==> src/hw/rtl/gda_pkg.sv <==
// Types, constants and calendar helpers of the Gregorian date block.
`timescale 1ns / 1ps
package gda_pkg;

  // Year counter spans years 0 to 16383.
  localparam int YearCntW = 14;

  typedef enum logic [1:0] {
    OP_ADD  = 2'd0,
    OP_SUB  = 2'd1,
    OP_DIFF = 2'd2
  } op_e;

  typedef struct packed {
    logic [1:0]  operation;
    logic [4:0]  day;
    logic [3:0]  month;
    logic [11:0] year;
    logic [15:0] day_count;
    logic [4:0]  other_day;
    logic [3:0]  other_month;
    logic [11:0] other_year;
  } in_t;

  typedef struct packed {
    logic [4:0]  result_day;
    logic [3:0]  result_month;
    logic [11:0] result_year;
    logic [15:0] day_difference;
    logic        out_of_range;
  } out_t;

  // Commands from the sequencer to the calendar counter.
  typedef struct packed {
    logic init;
    logic year_step;
    logic month_step;
  } cal_cmd_t;

  // Status of the calendar counter.
  typedef struct packed {
    logic [YearCntW-1:0] year;
    logic [3:0]          month;
    logic                leap;
    logic [8:0]          year_len;
    logic [4:0]          month_len;
  } cal_sts_t;

  localparam logic [4:0] MONTH_LEN [12] = '{
    5'd31, 5'd28, 5'd31, 5'd30, 5'd31, 5'd30,
    5'd31, 5'd31, 5'd30, 5'd31, 5'd30, 5'd31
  };

  // Length of a month; zero for a code that is no month.
  function automatic logic [4:0] month_days(logic [3:0] mo, logic leap);
    logic [3:0] idx;
    logic [4:0] len;
    idx = mo - 4'd1;
    len = 5'd0;
    if (mo >= 4'd1 && mo <= 4'd12) begin
      len = MONTH_LEN[idx];
      if (mo == 4'd2 && leap) begin
        len = 5'd29;
      end
    end
    return len;
  endfunction

endpackage

==> src/hw/rtl/gda_cal.sv <==
// Calendar counter: steps year and month and tracks the leap rule by residues.
`timescale 1ns / 1ps
module gda_cal #(
  parameter int unsigned FIRST_YEAR = 1970
) (
  input  logic              clk_i,
  input  logic              rst_ni,
  input  gda_pkg::cal_cmd_t cmd_i,
  output gda_pkg::cal_sts_t sts_o
);
  import gda_pkg::*;

  localparam int Mod4   = FIRST_YEAR % 4;
  localparam int Mod100 = FIRST_YEAR % 100;
  localparam int Cent4  = (FIRST_YEAR / 100) % 4;

  logic [YearCntW-1:0] year_q;
  logic [3:0]          month_q;
  logic [1:0]          mod4_q;
  logic [6:0]          mod100_q;
  logic [1:0]          cent4_q;
  logic                leap;

  // Leap when divisible by 4, except centuries not divisible by 400.
  assign leap = (mod4_q == 2'd0) && ((mod100_q != 7'd0) || (cent4_q == 2'd0));

  // Step the counters on command; restart at 1.1.FIRST_YEAR on reset or init.
  always_ff @(posedge clk_i or negedge rst_ni) begin
    if (!rst_ni) begin
      year_q   <= YearCntW'(FIRST_YEAR);
      month_q  <= 4'd1;
      mod4_q   <= 2'(Mod4);
      mod100_q <= 7'(Mod100);
      cent4_q  <= 2'(Cent4);
    end else if (cmd_i.init) begin
      year_q   <= YearCntW'(FIRST_YEAR);
      month_q  <= 4'd1;
      mod4_q   <= 2'(Mod4);
      mod100_q <= 7'(Mod100);
      cent4_q  <= 2'(Cent4);
    end else begin
      if (cmd_i.year_step) begin
        year_q <= year_q + YearCntW'(1);
        mod4_q <= mod4_q + 2'd1;
        if (mod100_q == 7'd99) begin
          mod100_q <= 7'd0;
          cent4_q  <= cent4_q + 2'd1;
        end else begin
          mod100_q <= mod100_q + 7'd1;
        end
      end
      if (cmd_i.month_step) begin
        month_q <= month_q + 4'd1;
      end
    end
  end

  assign sts_o.year      = year_q;
  assign sts_o.month     = month_q;
  assign sts_o.leap      = leap;
  assign sts_o.year_len  = leap ? 9'd366 : 9'd365;
  assign sts_o.month_len = month_days(month_q, leap);

endmodule

==> src/hw/rtl/gregorian_date_arithmetic.sv <==
// Top level: Gregorian date add, subtract and difference on one shared adder.
//
//   channel | direction | payload | handshake
//   in      | input     | in_t    | in_valid_i / in_stall_o
//   out     | output    | out_t   | out_valid_o / out_stall_i
//
// One transaction at a time; the block stalls its input until the result
// has been taken. Each date is turned into a day number by stepping years,
// then months, through the shared adder; add and subtract then apply the day
// count (clamping at the range ends) and step the result back into a date,
// while difference converts both dates and subtracts the smaller number.
// Reset returns the sequencer to idle; no clearing pass is needed.
`timescale 1ns / 1ps
module gregorian_date_arithmetic #(
  parameter int unsigned FIRST_YEAR = 1970,
  parameter int unsigned LAST_YEAR  = 2099
) (
  input  logic          clk_i,
  input  logic          rst_ni,
  input  logic          in_valid_i,
  output logic          in_stall_o,
  input  gda_pkg::in_t  in_data_i,
  output logic          out_valid_o,
  input  logic          out_stall_i,
  output gda_pkg::out_t out_data_o
);
  import gda_pkg::*;

  // Day numbers counted from 1.1.FIRST_YEAR.
  localparam int PrevF   = FIRST_YEAR - 1;
  localparam int DaysF   = PrevF * 365 + PrevF / 4 - PrevF / 100 + PrevF / 400;
  localparam int DaysL   = LAST_YEAR * 365 + LAST_YEAR / 4 - LAST_YEAR / 100
                           + LAST_YEAR / 400;
  localparam int LastSer = (FIRST_YEAR > LAST_YEAR) ? 0 : DaysL - DaysF - 1;
  localparam int SerW    = $clog2(LastSer + 65536 + 1);

  typedef enum logic [3:0] {
    ST_IDLE,
    ST_CINIT,
    ST_CYEAR,
    ST_CDAY,
    ST_CMON,
    ST_CDONE,
    ST_ARITH,
    ST_CLAMP,
    ST_FINIT,
    ST_FYEAR,
    ST_FMON,
    ST_DIFF,
    ST_OUT
  } state_e;

  state_e          state_q;
  in_t             in_q;
  logic [SerW-1:0] acc_q;
  logic [SerW-1:0] aux_q;
  logic            sel_b_q;
  logic            swap_q;
  logic            flag_q;
  out_t            out_q;

  cal_cmd_t        cal_cmd;
  cal_sts_t        cal_sts;

  logic [4:0]      cur_day;
  logic [3:0]      cur_month;
  logic [11:0]     cur_year;
  logic [4:0]      cur_mlen;
  logic            cur_ok;

  logic [SerW-1:0] op_a;
  logic [SerW-1:0] op_b;
  logic            op_sub;
  logic [SerW:0]   unit_res;
  logic            borrow;

  gda_cal #(
    .FIRST_YEAR(FIRST_YEAR)
  ) u_cal (
    .clk_i (clk_i),
    .rst_ni(rst_ni),
    .cmd_i (cal_cmd),
    .sts_o (cal_sts)
  );

  // Pick the date under conversion.
  assign cur_day   = sel_b_q ? in_q.other_day   : in_q.day;
  assign cur_month = sel_b_q ? in_q.other_month : in_q.month;
  assign cur_year  = sel_b_q ? in_q.other_year  : in_q.year;
  assign cur_mlen  = month_days(cur_month, cal_sts.leap);
  assign cur_ok    = ({2'b00, cur_year} >= YearCntW'(FIRST_YEAR)) &&
                     ({2'b00, cur_year} <= YearCntW'(LAST_YEAR)) &&
                     (cur_month >= 4'd1) && (cur_month <= 4'd12);

  // Route operands into the shared adder.
  always_comb begin
    op_a   = acc_q;
    op_b   = '0;
    op_sub = 1'b0;
    case (state_q)
      ST_CYEAR: op_b = SerW'(cal_sts.year_len);
      ST_CMON: begin
        if (cal_sts.month == cur_month) begin
          op_b = SerW'(cur_day - 5'd1);
        end else begin
          op_b = SerW'(cal_sts.month_len);
        end
      end
      ST_ARITH: begin
        op_b   = SerW'(in_q.day_count);
        op_sub = (in_q.operation == OP_SUB);
      end
      ST_FYEAR: begin
        op_b   = SerW'(cal_sts.year_len);
        op_sub = 1'b1;
      end
      ST_FMON: begin
        op_b   = SerW'(cal_sts.month_len);
        op_sub = 1'b1;
      end
      ST_DIFF: begin
        op_a   = swap_q ? aux_q : acc_q;
        op_b   = swap_q ? acc_q : aux_q;
        op_sub = 1'b1;
      end
      default: begin
        op_b = '0;
      end
    endcase
  end

  assign unit_res = op_sub ? ({1'b0, op_a} - {1'b0, op_b}) : ({1'b0, op_a} + {1'b0, op_b});
  assign borrow   = op_sub & unit_res[SerW];

  // Drive the calendar counter.
  always_comb begin
    cal_cmd = '0;
    case (state_q)
      ST_CINIT, ST_FINIT: cal_cmd.init = 1'b1;
      ST_CYEAR: cal_cmd.year_step = (cal_sts.year != {2'b00, cur_year});
      ST_CMON:  cal_cmd.month_step = (cal_sts.month != cur_month);
      ST_FYEAR: cal_cmd.year_step = !borrow && (cal_sts.year < YearCntW'(LAST_YEAR));
      ST_FMON:  cal_cmd.month_step = !borrow && (cal_sts.month < 4'd12);
      default:  cal_cmd = '0;
    endcase
  end

  // Sequence one transaction and hold the result until taken.
  always_ff @(posedge clk_i or negedge rst_ni) begin
    if (!rst_ni) begin
      state_q <= ST_IDLE;
      in_q    <= '0;
      acc_q   <= '0;
      aux_q   <= '0;
      sel_b_q <= 1'b0;
      swap_q  <= 1'b0;
      flag_q  <= 1'b0;
      out_q   <= '0;
    end else begin
      case (state_q)
        ST_IDLE: begin
          if (in_valid_i) begin
            in_q    <= in_data_i;
            sel_b_q <= 1'b0;
            swap_q  <= 1'b0;
            flag_q  <= 1'b0;
            out_q   <= '0;
            if (in_data_i.operation inside {OP_ADD, OP_SUB, OP_DIFF}) begin
              state_q <= ST_CINIT;
            end else begin
              state_q <= ST_OUT;
            end
          end
        end
        ST_CINIT: begin
          acc_q   <= '0;
          state_q <= cur_ok ? ST_CYEAR : ST_CDONE;
        end
        ST_CYEAR: begin
          if (cal_sts.year == {2'b00, cur_year}) begin
            state_q <= ST_CDAY;
          end else begin
            acc_q <= unit_res[SerW-1:0];
          end
        end
        ST_CDAY: begin
          if (cur_day == 5'd0 || cur_day > cur_mlen) begin
            acc_q   <= '0;
            state_q <= ST_CDONE;
          end else begin
            state_q <= ST_CMON;
          end
        end
        ST_CMON: begin
          acc_q <= unit_res[SerW-1:0];
          if (cal_sts.month == cur_month) begin
            state_q <= ST_CDONE;
          end
        end
        ST_CDONE: begin
          if (in_q.operation == OP_DIFF) begin
            if (!sel_b_q) begin
              aux_q   <= acc_q;
              sel_b_q <= 1'b1;
              state_q <= ST_CINIT;
            end else begin
              state_q <= ST_DIFF;
            end
          end else begin
            state_q <= ST_ARITH;
          end
        end
        ST_ARITH: begin
          if (borrow) begin
            acc_q  <= '0;
            flag_q <= 1'b1;
          end else begin
            acc_q <= unit_res[SerW-1:0];
          end
          state_q <= (in_q.operation == OP_ADD) ? ST_CLAMP : ST_FINIT;
        end
        ST_CLAMP: begin
          if (acc_q > SerW'(LastSer)) begin
            acc_q  <= SerW'(LastSer);
            flag_q <= 1'b1;
          end
          state_q <= ST_FINIT;
        end
        ST_FINIT: begin
          state_q <= ST_FYEAR;
        end
        ST_FYEAR: begin
          if (borrow || cal_sts.year >= YearCntW'(LAST_YEAR)) begin
            state_q <= ST_FMON;
          end else begin
            acc_q <= unit_res[SerW-1:0];
          end
        end
        ST_FMON: begin
          if (borrow || cal_sts.month >= 4'd12) begin
            out_q.result_day     <= acc_q[4:0] + 5'd1;
            out_q.result_month   <= cal_sts.month;
            out_q.result_year    <= cal_sts.year[11:0];
            out_q.day_difference <= '0;
            out_q.out_of_range   <= flag_q;
            state_q              <= ST_OUT;
          end else begin
            acc_q <= unit_res[SerW-1:0];
          end
        end
        ST_DIFF: begin
          // Date fields and flag were cleared when the transaction was taken.
          if (borrow) begin
            swap_q <= 1'b1;
          end else begin
            if (|unit_res[SerW-1:16]) begin
              out_q.day_difference <= 16'hFFFF;
            end else begin
              out_q.day_difference <= unit_res[15:0];
            end
            state_q <= ST_OUT;
          end
        end
        ST_OUT: begin
          if (!out_stall_i) begin
            state_q <= ST_IDLE;
          end
        end
        default: begin
          state_q <= ST_IDLE;
        end
      endcase
    end
  end

  assign in_stall_o  = (state_q != ST_IDLE);
  assign out_valid_o = (state_q == ST_OUT);
  assign out_data_o  = out_q;

endmodule

==> config.mk <==
export PLATFORM = sky130hd
export DESIGN_NAME = gregorian_date_arithmetic
export DESIGN_NICKNAME = d
export VERILOG_FILES = /design/src/hw/rtl/gda_pkg.sv /design/src/hw/rtl/gda_cal.sv /design/src/hw/rtl/gregorian_date_arithmetic.sv
export SDC_FILE = /design/constraint.sdc
export NUM_CORES = 1
export LEC_CHECK = 0
export BUFFER_PORTS_ARGS = -buffer_cell sky130_fd_sc_hd__buf_2
export CORE_MARGIN = 5
export CORE_UTILIZATION = 30
export DETAILED_ROUTE_END_ITERATION = 10
export PLACE_DENSITY = 0.54
export SETUP_SLACK_MARGIN = 0.3
export SLEW_MARGIN = 20
export SYNTH_ARGS = -nofsm -noshare
export SYNTH_HDL_FRONTEND = slang
export SYNTH_HIERARCHICAL = 1
export SYNTH_SLANG_ARGS = --single-unit
==> constraint.sdc <==
create_clock -name clk_i -period 7.73 [get_ports clk_i]
set_input_delay 1.546 -clock clk_i [delete_from_list [all_inputs] [get_ports clk_i]]
set_output_delay 1.546 -clock clk_i [all_outputs]
set_load 0.03 [all_outputs]
==> flow_summary.ini, run 1 <==
[critical_path]
cp.arrival_ns = 7.10
reg2reg_setup_slack_ns = 0.97
critPathCaptureType = flop
r2r-start = sel_b_q
start_kind = flop
cp-startpoint = sel_b_q
required_ns = 8.07
worstRegToRegCells = 20
path_max_fanout = 41
r2r_end = acc_q[15]
setup.worst_path.class = flop to flop
crit_end = acc_q[15]

[power]
power.internal_mw = 3.27
seqPwrFrac = 0.252
clockPowerShare = 0.141
peakVddDrop_mv = 0.259
leakage_nw = 5.37
switching_share = 0.477
power.density_nw_per_um2 = 509
power.switching_mw = 2.99
p_comb_frac = 0.606

[outcome]
status = completed

[detailed_routing]
dr.first_iter.drc_count = 549
vias = 8475
routed_wl_um = 29600
drc = 0
antenna_left = 0
wire_per_inst_um = 18.2
dr.pass1.iters = 5
routed_via_density = 5.19

[floorplan]
core_area_um2 = 35600
dieWidth_um = 200
start_util = 0.304
die_area_um2 = 39900
io_pins = 104
die_h_um = 200
num_rows = 69

[timing]
fin_crit_sh = 0.875
fmax_mhz = 148
final-hold-violation-count = 0
rsz0062_at_grt = no
tightest_slew_ns = 1.03
skew_ns = 0.0115
slew_viol_final = 0
timing.hold.ws_ns = 0.481
slew_headroom = 0.310
setup_violations = 0
period_needed_ns = 6.76
setup_tns_ns = 0

[yosys]
yosys_warnings = 6
synth_common_cells = dfrtp_1, mux2_2, nand2_1
netlist.area_leader.share = 0.357
synth_ff_type = dfrtp_1
ys_ff_latch = 168
syn_area_um2 = 10800
synth.most_common_cell = dfrtp_1
ys_seq_area_frac = 0.391
syn_inst = 1089
synth_area_leaders = dfrtp_1, mux2_2, ha_1
async_flop_share = 1.00
synth_top_area_cell = dfrtp_1
synth_edf_count = 0
syn_area_per_cell_um2 = 9.92
yosysUniqueCellTypes = 86

[finish]
final_cells = 1632
drive_gt1_frac = 0.265
finish.instance_area_um2 = 12300
syn_to_final_growth_pct = 13.8
layout.nets = 1258
antenna-diode-count = 0
fillers = 3702

[place]
hpwl_um = 21700
place_congestion = 0.870
dpl.cell_count = 1600
placed_area_um2 = 11700
port_buffers = 103

[cts]
clock_sinks = 168
clock_path_buffers = 2
root_buffer = clkbuf_16
clkLatencyLatePin_ns = 0.45
cts_resized = 0
path_clk_slew_ns = 0.07
hold_buffers = 0
htree_levels = 4
cts_setup_buffers = 0
numCtsBuffers = 17
cts_tree = built

[global_routing]
grt_overflow = 0
grt_pass1_wl_um = 48100
grt_max_degree = 100
grt_pass1_vias = 8415
grt_util_all_layers = 0.153
antenna_found_initial = 0

[flow_run]
maxCapViolations = 0

[hold_path]
min_path_type = flop to flop
[cell type report]
class	instances	area (um2)	area share
flip-flops and latches	168	4220	0.343
multi-input cells	825	6170	0.501
clock inverters	14	168	0.0136
well taps	461	577	0.0469
inverters	31	116	0.00946
clock buffers	18	439	0.0357
repair buffers	115	612	0.0497
[worst min path at each step]
| stage | slack (ns) | start | cells past startpoint | to |
|---|---|---|---|---|
| CTS | 0.49 | flag_q | 2 | flag_q |
| global placement | 0.46 | flag_q | 2 | flag_q |
| detailed placement | 0.47 | flag_q | 2 | flag_q |
| floorplan | 0.45 | flag_q | 2 | flag_q |
| global route | 0.50 | flag_q | 2 | flag_q |
| finish | 0.48 | flag_q | 2 | flag_q |
[cell families after synthesis]
| group | Yosys count | synth area share |
|---|---|---|
| compound gates | 231 | 0.147 |
| xor+xnor | 59 | 0.0478 |
| fa+ha+maj | 36 | 0.0424 |
| buf+inv | 101 | 0.0419 |
| flops | 168 | 0.391 |
| mux | 167 | 0.170 |
| other cells | 2 | 0.000695 |
| simple gates | 325 | 0.159 |
[cells in the final DEF, fill, tap and decap left out, types with 5 or more instances in the layout]
| master | count |
|---|---|
| mux2_1 | 8 |
| and2_1 | 10 |
| a22o_1 | 18 |
| a21o_1 | 8 |
| mux2_2 | 116 |
| nor2_1 | 70 |
| nand2b_1 | 6 |
| xor2_1 | 20 |
| nor3_1 | 18 |
| mux2i_1 | 40 |
| o211ai_1 | 27 |
| dfrtp_1 | 153 |
| nand3_1 | 26 |
| o21a_1 | 7 |
| and3_1 | 10 |
| nor4_1 | 10 |
| clkbuf_16 | 17 |
| a211oi_1 | 12 |
| nand2_1 | 100 |
| inv_1 | 31 |
| or3_1 | 7 |
| nor2b_1 | 11 |
| a31oi_1 | 5 |
| xnor2_1 | 39 |
| nand4_1 | 18 |
| ha_1 | 35 |
| a21oi_1 | 39 |
| o22ai_1 | 7 |
| nand3b_1 | 5 |
| conb_1 | 7 |
| buf_2 | 102 |
| a2111oi_0 | 5 |
| o21ai_0 | 57 |
| buf_4 | 12 |
| dfstp_2 | 14 |
[flip-flops by register name, indices dropped and copies added, names as in the netlist]
register and cells:
in_q 60, out_data_o 38, acc_q 17, aux_q 17
u_cal/year_q 14, u_cal/mod100_q 7, state_q 4, u_cal/month_q 4
u_cal/cent4_q 2, u_cal/mod4_q 2, flag_q 1, sel_b_q 1
swap_q 1
[metrics by stage]
step	setup WS (ns)	power, mW	util
3_5_place_dp	1.04	5.37	0.329
5_1_grt	0.354	6.81	0.346
3_3_place_gp	1.23	5.33	0.329
2_1_floorplan	1.94	4.39	-
6_report	0.967	6.26	0.346
4_1_cts	1.00	6.28	0.346
[power by group through the flow]
stage | sequential, mW | combinational [mW] | clock (mW)
final | 1.58 | 3.79 | 0.883
after global routing | 1.63 | 4.23 | 0.945
after CTS | 1.58 | 3.80 | 0.911
after detailed placement | 1.59 | 3.78 | 0
after global placement | 1.58 | 3.75 | 0
after floorplan | 1.51 | 2.88 | 0
[worst max-delay path, stage by stage (launching register included)]
cell and delay (ns):
dfrtp_2 0.97, mux2i_1 0.49, xnor2_1 0.19, nor4_2 0.56, mux2i_1 0.28, nor2_1 0.20
ha_1 0.27, nand2_1 0.07, or3_4 0.35, nor3_1 0.20, nor2_1 0.08, xnor2_1 0.25
ha_1 0.34, a211oi_1 0.26, and3_1 0.18, nand3_1 0.13, a31oi_1 0.27, a21oi_2 0.19
o21ai_0 0.20, a211o_1 0.71, mux2_2 0.42
[metal layers]
metal  part of all wire  up-vias  track usage
li1                   -     4122            -
met1               0.51     4144        0.227
met2               0.43      186        0.226
met3              0.040       23       0.0279
met4              0.018        0       0.0460
met5                  0        -            0
Note: power is estimated with default switching activity, not from simulation.
==> inputs of run 2 (changes only) <==
Settings changed: BUFFER_PORTS_ARGS -buffer_cell sky130_fd_sc_hd__buf_2 to -buffer_cell sky130_fd_sc_hd__clkbuf_2.
==> run 2 against run 1 <==
  * Worst hold slack improved by 0.020 ns
  * Design area fell by 0.12%
  * Non-clock buffer count rose by 2
  * Fmax fell by 0.89%
  * Clock-buffer cell count rose by 5
  * Critical path type unchanged
==> flow_summary.ini, run 2 (synthesized netlist as in run 1, its figures left out) <==
[power]
peakVddDrop_mv = 0.241
seqPwrFrac = 0.249
clockPowerShare = 0.134
p_total_mw = 6.23
power.switching_mw = 2.96
switching_share = 0.476
power.density_nw_per_um2 = 507
p_comb_frac = 0.617
power.internal_mw = 3.26
leakage_nw = 5.35

[detailed_routing]
dr.pass1.iters = 5
wire_per_inst_um = 18.2
antenna_left = 0
routed_wl_um = 29600
routed_via_density = 5.17
vias = 8440
drc = 0
dr.first_iter.drc_count = 595

[critical_path]
path_max_fanout = 16
setup.worst_path.class = flop to flop
r2r-start = u_cal/month_q[0]
critPathCaptureType = flop
start_kind = flop
cp-startpoint = u_cal/month_q[0]
cp_top_family = compound AO/OA/AOI/OAI gates
cp_num_buf_inv = 1
required_ns = 8.06
worstRegToRegCells = 24
crit_end = out_data_o[16]
r2r_end = out_data_o[16]
path_cells = inv_1, ha_1, nor2b_1, a2111oi_0, a211oi_1, o31a_1, a22o_1, a22oi_1, o21ai_0, nor2_1, ha_1, nand2_1, or3_4, nor3_1, nor2_1, xnor2_1, ha_1, nor2_1, a311oi_2, a31oi_1, a21oi_2, o22ai_1, nand4b_1, a22o_1
reg2reg_setup_slack_ns = 0.91
cp.depth = 24
slowest_stage = nand4b_1
max_stage_delay_ns = 0.73
cp.arrival_ns = 7.15

[finish]
largest_register_ffs = 60
antenna-diode-count = 0
final_cell_mix = dfrtp_1, mux2_2, clkbuf_2
drive_gt1_frac = 0.261
regArea_um2 = 4220
fillers = 3676
layout.nets = 1260
final_common_cell = dfrtp_1
multi_input_area_um2 = 6170
top_register = in_q
syn_to_final_growth_pct = 13.7
finish.instance_area_um2 = 12300
final_core_util = 0.345

[place]
placed_area_um2 = 11700
hpwl_um = 21900
place_congestion = 0.862
port_buffers = 103

[flow_run]
maxCapViolations = 0

[timing]
slew_headroom = 0.319
setup_violations = 0
setup_tns_ns = 0
period_needed_ns = 6.82
tightest_slew_ns = 1.02
fin_crit_sh = 0.883
final-hold-violation-count = 0
skew_ns = 0.0150
fmax_mhz = 147
rsz0062_at_grt = no
slew_viol_final = 0

[cts]
numCtsBuffers = 17
cts_tree = built
clock_sinks = 168
clock_path_buffers = 2
cts_setup_buffers = 0
htree_levels = 4
root_buffer = clkbuf_16
clkLatencyLatePin_ns = 0.45
path_clk_slew_ns = 0.07

[floorplan]
die_h_um = 200
dieWidth_um = 200
core_area_um2 = 35600
start_util = 0.304
io_pins = 104
die_area_um2 = 39900
num_rows = 69

[global_routing]
grt_pass1_wl_um = 47300
grt_pass1_vias = 8347
grt_overflow = 0
grt_max_degree = 100
antenna_found_initial = 0
grt_util_all_layers = 0.150

[hold_path]
min_path_type = flop to flop

[outcome]
status = completed
[run 2: cell types whose count changed in the layout (fill, tap and decap cells not counted), sizes merged]
cell,previous run,this run
clkinv,5,3
clkinvlp,3,2
clkbuf,18,125
buf,115,15
inv,35,31
[run 2: timing repair]
item	CTS	global route
hold buffers	0	0
gates resized for setup	0	1
endpoints found under the setup margin	0	11
[run 2: power groups by stage]
stage / logic [mW] / registers (mW) / clock network (mW)
after floorplan: 2.88 / 1.51 / 0
after global placement: 3.78 / 1.55 / 0
after detailed placement: 3.82 / 1.57 / 0
after CTS: 3.83 / 1.55 / 0.864
after global routing: 4.26 / 1.60 / 0.895
final: 3.84 / 1.55 / 0.836
[run 2: how the worst min path moves through the flow]
stage | start | end | slack (ns) | cells after the start
floorplan | flag_q | flag_q | 0.45 | 2
global placement | flag_q | flag_q | 0.47 | 2
detailed placement | flag_q | flag_q | 0.48 | 2
CTS | flag_q | flag_q | 0.49 | 2
global route | out_data_o[9] | out_data_o[9] | 0.52 | 1
finish | flag_q | flag_q | 0.50 | 2
[run 2: cell type report]
class	instances	area share
tap	461	0.0469
timing repair buffer	117	0.0526
sequential	168	0.344
clock buffer	23	0.0373
clock inverter	7	0.00794
inverter	31	0.00947
multi-input combinational	825	0.502
[run 2: tightest hold or removal path, delay by kind of cell, from the launching register on]
kind	cells	cell delay, ns
AND/OR/NAND/NOR	2	0.10
flip-flops	1	0.36
[run 2: metrics by stage]
stage | setup WS [ns] | hold slack [ns] | instances
2_1_floorplan | 1.94 | 0.446 | 1094
3_5_place_dp | 0.796 | 0.476 | 1601
5_1_grt | 0.429 | 0.517 | 1632
4_1_cts | 0.756 | 0.493 | 1631
3_3_place_gp | 0.987 | 0.466 | 1601
6_report | 0.906 | 0.501 | 1632
[run 2: per-layer routing]
layer  vias up  track usage  wire length (um)  share of wire
met5         -            0                 0              0
met4         0       0.0408               488          0.016
met3        26       0.0265              1070          0.036
met2       162        0.225             13100           0.44
met1      4134        0.223             15000           0.51
li1       4118            -                 -              -
